### config.mk
export PLATFORM = sky130hd
export DESIGN_NAME = kfpi_ctrl
export DESIGN_NICKNAME = d
export VERILOG_FILES = /design/src/rtl/core/kfpi_pkg.sv /design/src/rtl/core/kfpi_ctrl.sv
export SDC_FILE = /design/constraint.sdc
export NUM_CORES = 1
export LEC_CHECK = 0
export BUFFER_PORTS_ARGS = -buffer_cell sky130_fd_sc_hd__buf_2
export CAP_MARGIN = 30
export CORE_UTILIZATION = 45
export DETAILED_ROUTE_END_ITERATION = 6
export PLACE_DENSITY = 0.83
export RECOVER_POWER = 25
export SLEW_MARGIN = 20
export SYNTH_ARGS = -nofsm -noshare
export SYNTH_HDL_FRONTEND = slang
export SYNTH_SLANG_ARGS = --single-unit
### constraint.sdc
create_clock -name i_clk -period 2.09 [get_ports i_clk]
set_input_delay 0.627 -clock i_clk [delete_from_list [all_inputs] [get_ports i_clk]]
set_output_delay 0.627 -clock i_clk [all_outputs]
set_load 0.1 [all_outputs]
### src/rtl/core/kfpi_pkg.sv
package kfpi_pkg;

    localparam int KEY_DEPTH  = 16;
    localparam int KB         = $clog2(KEY_DEPTH);
    localparam int KT_W       = KB + 1;
    localparam int WTB        = 10;
    localparam int TAB_SIZE   = 1 << WTB;
    localparam int PARAM_FRAC = 14;
    localparam int P_W        = KB + PARAM_FRAC;
    localparam int SH         = PARAM_FRAC - WTB + 1;
    localparam int W_W        = 17;
    localparam int FC_W       = 24;
    localparam int POSE_W     = 32;
    localparam int TIME_W     = 48;
    localparam int N_POSE     = 5;
    localparam int N_TIME     = 3;
    localparam int PROD_W     = W_W + POSE_W;
    localparam int SUM_W      = PROD_W + KB;
    localparam int WS_W       = W_W + KB;
    localparam int DNW        = SUM_W;
    localparam int DEN_W      = FC_W;
    localparam int CH_W       = 3;
    localparam int LP_W       = TIME_W + 16;

    typedef enum logic [1:0] {
        KIND_PUSH  = 2'd0,
        KIND_EMPTY = 2'd1,
        KIND_FRAME = 2'd2,
        KIND_NONE  = 2'd3
    } t_kind;

    typedef enum logic [4:0] {
        ST_IDLE, ST_PUSH, ST_EMPTY, ST_F_MUL, ST_F_DIV, ST_F_DIVW,
        ST_S_RD, ST_S_MUL, ST_S_ACC, ST_A_DIV, ST_A_DIVW,
        ST_L_A, ST_L_B, ST_L_C, ST_L_D, ST_CNT, ST_DONE
    } t_state;

    typedef struct packed {
        logic            capture;
        logic            push;
        logic            empty;
        logic            mul_cnt;
        logic            div_start;
        logic            div_avg;
        logic            param_zero;
        logic            param_load;
        logic [KB-1:0]   rd_addr;
        logic            scan_rd;
        logic            scan_mul;
        logic            scan_acc;
        logic            avg_load;
        logic [CH_W-1:0] ch;
        logic            lerp_a;
        logic            lerp_b;
        logic            lerp_sum;
        logic            cnt_adv;
    } t_cmd;

    typedef struct packed {
        logic [KT_W-1:0] keys;
        logic            fc_gt1;
        logic            div_done;
        logic [KB-1:0]   idx;
    } t_sts;

    typedef logic [W_W-1:0] t_wtab [TAB_SIZE];

    // exp(-y), y in Q31, answer in Q16: Taylor series then eight squarings
    function automatic logic [W_W-1:0] exp_q16(input logic [63:0] y);
        logic [63:0] z;
        logic [63:0] acc;
        z   = y >> 8;
        acc = 64'h8000_0000;
        acc = 64'h8000_0000 - (((z * acc) >> 31) / 5);
        acc = 64'h8000_0000 - (((z * acc) >> 31) / 4);
        acc = 64'h8000_0000 - (((z * acc) >> 31) / 3);
        acc = 64'h8000_0000 - (((z * acc) >> 31) / 2);
        acc = 64'h8000_0000 - ((z * acc) >> 31);
        for (int k = 0; k < 8; k++) begin
            acc = (acc * acc + (64'd1 << 30)) >> 31;
        end
        return W_W'((acc + 64'd16384) >> 15);
    endfunction

    function automatic t_wtab build_wtab();
        t_wtab t;
        logic [63:0] y;
        for (int i = 0; i < TAB_SIZE; i++) begin
            y = (64'd5 * 64'(i) * 64'(i)) << (31 - 2 * (WTB - 1));
            t[i] = exp_q16(y);
        end
        return t;
    endfunction

    localparam t_wtab W_TAB = build_wtab();

endpackage

### src/rtl/core/kfpi_ctrl.sv
module kfpi_ctrl (
    input  logic           i_clk,
    input  logic           i_rst_n,
    input  logic           i_start,
    input  logic [1:0]     i_kind,
    input  kfpi_pkg::t_sts i_sts,
    output kfpi_pkg::t_cmd o_cmd,
    output logic           o_busy,
    output logic           o_valid
);
    import kfpi_pkg::*;

    t_state        r_state, n_state;
    logic [KB-1:0] r_k, n_k;
    logic [CH_W-1:0] r_ch, n_ch;

    always_ff @(posedge i_clk) begin
        if (!i_rst_n) begin
            r_state <= ST_IDLE;
            r_k     <= '0;
            r_ch    <= '0;
        end else begin
            r_state <= n_state;
            r_k     <= n_k;
            r_ch    <= n_ch;
        end
    end

    always_comb begin
        n_state       = r_state;
        n_k           = r_k;
        n_ch          = r_ch;
        o_cmd         = '0;
        o_cmd.rd_addr = r_k;
        o_cmd.ch      = r_ch;
        case (r_state)
            ST_IDLE: begin
                if (i_start) begin
                    o_cmd.capture = 1'b1;
                    case (t_kind'(i_kind))
                        KIND_PUSH:  n_state = ST_PUSH;
                        KIND_EMPTY: n_state = ST_EMPTY;
                        KIND_FRAME: n_state = ST_F_MUL;
                        default:    n_state = ST_DONE;
                    endcase
                end
            end
            ST_PUSH: begin
                o_cmd.push = 1'b1;
                n_state    = ST_DONE;
            end
            ST_EMPTY: begin
                o_cmd.empty = 1'b1;
                n_state     = ST_DONE;
            end
            ST_F_MUL: begin
                o_cmd.mul_cnt = 1'b1;
                n_state = (i_sts.keys < KT_W'(2)) ? ST_CNT : ST_F_DIV;
            end
            ST_F_DIV: begin
                n_k = '0;
                if (i_sts.fc_gt1) begin
                    o_cmd.div_start = 1'b1;
                    n_state         = ST_F_DIVW;
                end else begin
                    o_cmd.param_zero = 1'b1;
                    n_state          = ST_S_RD;
                end
            end
            ST_F_DIVW: begin
                if (i_sts.div_done) begin
                    o_cmd.param_load = 1'b1;
                    n_state          = ST_S_RD;
                end
            end
            ST_S_RD: begin
                o_cmd.scan_rd = 1'b1;
                n_state       = ST_S_MUL;
            end
            ST_S_MUL: begin
                o_cmd.scan_mul = 1'b1;
                n_state        = ST_S_ACC;
            end
            ST_S_ACC: begin
                o_cmd.scan_acc = 1'b1;
                if ({1'b0, r_k} == i_sts.keys - 1'b1) begin
                    n_ch    = '0;
                    n_state = ST_A_DIV;
                end else begin
                    n_k     = r_k + 1'b1;
                    n_state = ST_S_RD;
                end
            end
            ST_A_DIV: begin
                o_cmd.div_start = 1'b1;
                o_cmd.div_avg   = 1'b1;
                n_state         = ST_A_DIVW;
            end
            ST_A_DIVW: begin
                o_cmd.div_avg = 1'b1;
                if (i_sts.div_done) begin
                    o_cmd.avg_load = 1'b1;
                    if (r_ch == CH_W'(N_POSE - 1)) begin
                        n_state = ST_L_A;
                    end else begin
                        n_ch    = r_ch + 1'b1;
                        n_state = ST_A_DIV;
                    end
                end
            end
            ST_L_A: begin
                o_cmd.rd_addr = i_sts.idx;
                n_state       = ST_L_B;
            end
            ST_L_B: begin
                o_cmd.lerp_a  = 1'b1;
                o_cmd.rd_addr = i_sts.idx + 1'b1;
                n_state       = ST_L_C;
            end
            ST_L_C: begin
                o_cmd.lerp_b = 1'b1;
                n_state      = ST_L_D;
            end
            ST_L_D: begin
                o_cmd.lerp_sum = 1'b1;
                n_state        = ST_CNT;
            end
            ST_CNT: begin
                o_cmd.cnt_adv = 1'b1;
                n_state       = ST_DONE;
            end
            ST_DONE: begin
                n_state = ST_IDLE;
            end
            default: n_state = ST_IDLE;
        endcase
    end

    assign o_busy  = (r_state != ST_IDLE);
    assign o_valid = (r_state == ST_DONE);

endmodule

==> results by group, run 1 <==
Yosys
  • Synthesized flop and latch total: 12
  • Library cell with the largest summed area after synthesis: sky130_fd_sc_hd__dfxtp_1
  • Unique masters post-synth: 47
  • Number of enable-type register cells in the synthesized netlist: 0
  • Syn. warnings: 0
  • Share of flip-flops with an asynchronous set or reset after synthesis: 0%
  • Net Count, Synth: 203
  • Portion of synthesized cell area occupied by the leading cell type: 19.37%
  • Average instance area after synthesis: 6.927 um2
  • Top FF cell, synth: sky130_fd_sc_hd__dfxtp_1
  • Number of cells produced by synthesis: 179
  • Synth top area cells: sky130_fd_sc_hd__dfxtp_1, sky130_fd_sc_hd__ha_1, sky130_fd_sc_hd__nor2_1, sky130_fd_sc_hd__nand2_1, sky130_fd_sc_hd__xnor2_1
  • Leading cell type by number of instances after synthesis: sky130_fd_sc_hd__nor2_1
  • Fraction of the yosys area taken by sequential cells: 19.37%
  • Post-Synthesis Cell Area: 1240 um2
  • Top post-synthesis cells by count: sky130_fd_sc_hd__nor2_1, sky130_fd_sc_hd__nand2_1, sky130_fd_sc_hd__dfxtp_1

Floorplanning
  • Total number of placement rows: 18
  • Boundary Pins: 41
  • Vert. Die Dim: 54.49 um
  • Starting utilization of the core area: 48.72%
  • Die span in x: 54.49 um

Clock tree
  • Number of hold buffers added after cts: 0
  • Quantity of gates resized following cts: 40
  • Cts bufs inserted: 3
  • Max clock buf depth: 2
  • CTS Sinks: 12
  • Setup Fix Bufs, Post-CTS: 19
  • Number of H-tree levels: 1
  • Root Buffer: sky130_fd_sc_hd__clkbuf_4

Run status
  • Step where the flow halted: clock tree synthesis (4_1_cts)
  • Error that ended the run: [ERROR DPL-0033] detailed placement checks failed during check placement.
  • Outcome: did not finish

Placement
  • Half-perimeter wire length after detailed placement: 3.748 mm
  • Count of port buffers added during placement: 40
  • Final estimated routing congestion in global placement: 0.9541
## kinds of logic after synthesis
kind of cell	Yosys count	synth area share [%]
fa+ha+maj	8	8.073
compound gates	35	19.58
flops	12	19.37
mux	1	0.8073
xor+xnor	10	7.064
buf+inv	20	6.862
simple gates	93	38.25
## stage by stage
stage,area [um2],cells,setup TNS [ns],setup slack (ns),util [%]
detailed placement,2211,268,-2.615,-0.2744,86.87
global placement,2211,268,-1.034,-0.2058,86.87
floorplan,1496,179,-2.045,-0.3830,-
==> run 2: changes to the inputs <==
- CORE_AREA: not set -> 2 2 63 65
- CORE_UTILIZATION: 45 -> not set
- DIE_AREA: not set -> 0 0 65 67
- PLACE_DENSITY: 0.83 -> not set
- PLACE_DENSITY_LB_ADDON: not set -> 0.15
- clock period: 2.09 -> 2.7 ns (I/O delays scaled with it)
==> run 2 against run 1 <==
Effect of this change:
- synthesized cell count unchanged
- synthesized area unchanged
- the run now ends clean
==> results by group, run 2 <==
Floorplanning
  • Die span in x: 65 um (+19%)
  • Die area: 4355 um2
  • Starting utilization of the core area: 34.39% (-14 points)
  • Boundary Pins: 41 (unchanged)
  • Total number of placement rows: 22 (+4)
  • Vert. Die Dim: 67 um (+23%)
  • Core box area: 3606 um2

Clock tree
  • Root Buffer: sky130_fd_sc_hd__clkbuf_8
  • Max clock buf depth: 2 (unchanged)
  • Number of H-tree levels: 1 (unchanged)
  • CTS Sinks: 12 (unchanged)
  • Insertion delay to the later sink of the worst-skew pair: 0.24 ns
  • Cts bufs inserted: 3 (unchanged)
  • Clock tree from TritonCTS: yes
  • Clock slew at the register clock pins of the worst setup and hold paths: 0.05 ns
  • Setup Fix Bufs, Post-CTS: 0 (-19)
  • Number of hold buffers added after cts: 0 (unchanged)

Min path
  • Worst hold path type: flop to flop
  • Source of the worst hold timing path: r_ch[2]$_SDFFE_PN0P_

GRT
  • Met2 usage: 28.22%
  • Met1 Track Usage GR: 22.03%
  • Global Route Usage Sum: 16.53%
  • Met3 capacity usage during global routing: 1.520%
  • Via count of the first global-routing pass: 1278
  • Maximum number of pins on one net before global-route repair: 16
  • Initial antenna violation count: 0
  • Global route overflow: 0
  • Gr busiest metal: met2
  • Wire length of the first global-routing pass: 5.754 mm

Worst setup path
  • Crit Reg-Reg Startpoint: r_state[4]$_SDFFE_PN0P_
  • Category of the worst setup path capture point: output pin
  • Signal arrival time at the worst endpoint: 1.84 ns
  • Data required time of the worst path: 1.89 ns
  • Slowest cell on the critical path: sky130_fd_sc_hd__o311a_1
  • Startpoint types: input pin
  • Launch point of the worst path: i_sts[0]
  • Type of the worst setup path: input pin to output pin
  • Worst stage delay on the critical path: 0.33 ns
  • Gate family responsible for the most delay along the worst path: compound AO/OA/AOI/OAI gates
  • Ordered list of cells on the worst path: buf_2, ha_1, o311a_1, o21ai_4, buf_12
  • Maximum fanout count along the critical path: 5
  • Bufs and invs on worst path: 2

Yosys
  • Unique masters post-synth: 47 (unchanged)
  • Average instance area after synthesis: 6.927 um2 (unchanged)
  • Post-Synthesis Cell Area: 1240 um2 (unchanged)
  • Library cell with the largest summed area after synthesis: sky130_fd_sc_hd__dfxtp_1
  • Number of enable-type register cells in the synthesized netlist: 0 (unchanged)
  • Portion of synthesized cell area occupied by the leading cell type: 19.37% (unchanged)
  • Synthesized flop and latch total: 12 (unchanged)
  • Share of flip-flops with an asynchronous set or reset after synthesis: 0% (unchanged)
  • Net Count, Synth: 203 (unchanged)
  • Top post-synthesis cells by count: sky130_fd_sc_hd__nor2_1, sky130_fd_sc_hd__nand2_1, sky130_fd_sc_hd__dfxtp_1
  • Top FF cell, synth: sky130_fd_sc_hd__dfxtp_1
  • Number of cells produced by synthesis: 179 (unchanged)
  • Syn. warnings: 0 (unchanged)
  • Leading cell type by number of instances after synthesis: sky130_fd_sc_hd__nor2_1
  • Synth top area cells: sky130_fd_sc_hd__dfxtp_1, sky130_fd_sc_hd__ha_1, sky130_fd_sc_hd__nor2_1, sky130_fd_sc_hd__nand2_1, sky130_fd_sc_hd__xnor2_1
  • Fraction of the yosys area taken by sequential cells: 19.37% (unchanged)

Finish
  • Commonest non-fill, non-tap cells in the layout: sky130_fd_sc_hd__buf_12, sky130_fd_sc_hd__nand2_1, sky130_fd_sc_hd__nor2_1, sky130_fd_sc_hd__buf_2, sky130_fd_sc_hd__buf_4
  • Largest registers: r_state: 5 flops, r_k: 4 flops, r_ch: 3 flops
  • Proportion of layout cells with a drive suffix above 1: 36.89%
  • Commonest non-fill, non-tap cell in the layout: sky130_fd_sc_hd__buf_12
  • Final standard cell area without fillers: 2061 um2
  • Number of inserted filler cells in the final layout: 344
  • Max FFs per register: 5
  • Core Util, Final: 57.15%
  • Diode insertion count for antenna repair: 0
  • Nets: 250
  • Most flops, register: r_state
  • Area growth syn-to-layout: 66.20%

Timing
  • Setup Skew: 0.001652 ns
  • Pin slew with the least headroom to its limit: 1.154 ns
  • Max transition margin: 23.38%
  • Final setup vio count: 0
  • Setup repair after global routing missed its margin: true
  • Number of pins with negative max-slew slack in the final report: 0
  • Setup total negative slack: 0 ns
  • Post-route worst setup slack: 0.05489 ns
  • Min Tclk post-route: 2.645 ns
  • Maximum frequency from static timing analysis: 378.1 MHz
  • Ratio of final minimum period to clock period: 97.97%
  • Count of endpoints failing hold in the final timing report: 0

Placement
  • Count of port buffers added during placement: 40 (unchanged)
  • Worst setup slack after placement: 0.04382 ns (+0.3182 ns)
  • Final estimated routing congestion in global placement: 0.8268 (-13%)
  • Half-perimeter wire length after detailed placement: 2.780 mm (-26%)
  • Placed cell areas: 2007 um2 (-9.2%)

Power and ir drop
  • Power per standard cell area: 337.1 nW/um2
  • Maximum VDD drop: 0.2748 mV
  • Leak pwr: 0.8401 nW

Job
  • Max-capacitance violation count: 0

Detailed routing
  • Number of DRC violations after detailed-routing iteration 0: 33
  • Drt wl/cell: 12.31 um
  • Drt first pass iters: 5
  • Sum of routed wire length over all layers: 3.360 mm
  • Detail Route Antenna Nets: 0
  • Remaining design rule violation count: 0
  • Number of vias after detailed routing: 1397
  • Post-DR vias/cell: 5.117

Run status
  • Outcome: complete, no violations
[run 2: cell counts after synthesis]
Identical to the previous run, type by type.
[run 2: final timing paths]
path / cells after the start / to / slack (ns)
setup reg to reg: 7 / r_ch[2]$_SDFFE_PN0P_ / 0.68
hold / removal: 2 / r_ch[2]$_SDFFE_PN0P_ / 0.50
hold reg to reg: 2 / r_ch[2]$_SDFFE_PN0P_ / 0.50
setup / recovery: 5 / o_cmd[13] / 0.05
[run 2: layout make-up]
class,instances,area [um2],share of cell area (%)
Clock buffer,4,55.05,2.672
Tap cell,48,60.06,2.914
Multi-Input combinational cell,147,1046,50.76
Timing Repair Buffer,52,615.6,29.87
Sequential cell,12,242.7,11.78
Inverter,10,41.29,2.004
[run 2: timing repair]
item / CTS / global route
resized for setup: 1 / 2
cloned: 0 / 0
setup endpoints to repair: 1 / 4
[run 2: metal layers]
metal	up-vias	share of wire, %
li1	725	-
met1	631	48
met2	41	47
met3	0	4.5
met4	0	0
met5	-	0
[run 2: metrics by stage]
step,hold WS [ns],cells,power (W)
finish,0.5034,273,0.0006947
global route,0.5262,273,0.0007222
CTS,0.5051,273,0.0007001
detailed placement,0.4927,269,0.0005025
global placement,0.4943,269,0.0005011
floorplan,0.4914,179,0.0003931
[run 2: kinds of logic after synthesis]
family | share of synthesized area, %
AND/OR/NAND/NOR | 38.25
adder cells (fa/ha/maj) | 8.073
XOR/XNOR | 7.064
flip-flops | 19.37
multiplexers | 0.8073
AO/OA/AOI/OAI | 19.58
buffers and inverters | 6.862
[run 2: power by group]
part | internal, W | total, W | switching (W)
logic | 0.000111 | 0.000305 | 0.000195
clock network | 0.000129 | 0.000197 | 0.0000678
registers | 0.000183 | 0.000193 | 0.0000101
[run 2: worst register-to-register path, cell delays in order (launching register included)]
cell                      delay [ns]
sky130_fd_sc_hd__dfxtp_1        0.38
sky130_fd_sc_hd__buf_4          0.22
sky130_fd_sc_hd__nor3_2         0.25
sky130_fd_sc_hd__and2_1         0.24
sky130_fd_sc_hd__buf_4          0.17
sky130_fd_sc_hd__a32oi_2        0.08
sky130_fd_sc_hd__or4_1          0.48
sky130_fd_sc_hd__a21oi_1        0.14
Note: power is estimated with default switching activity, not from simulation.
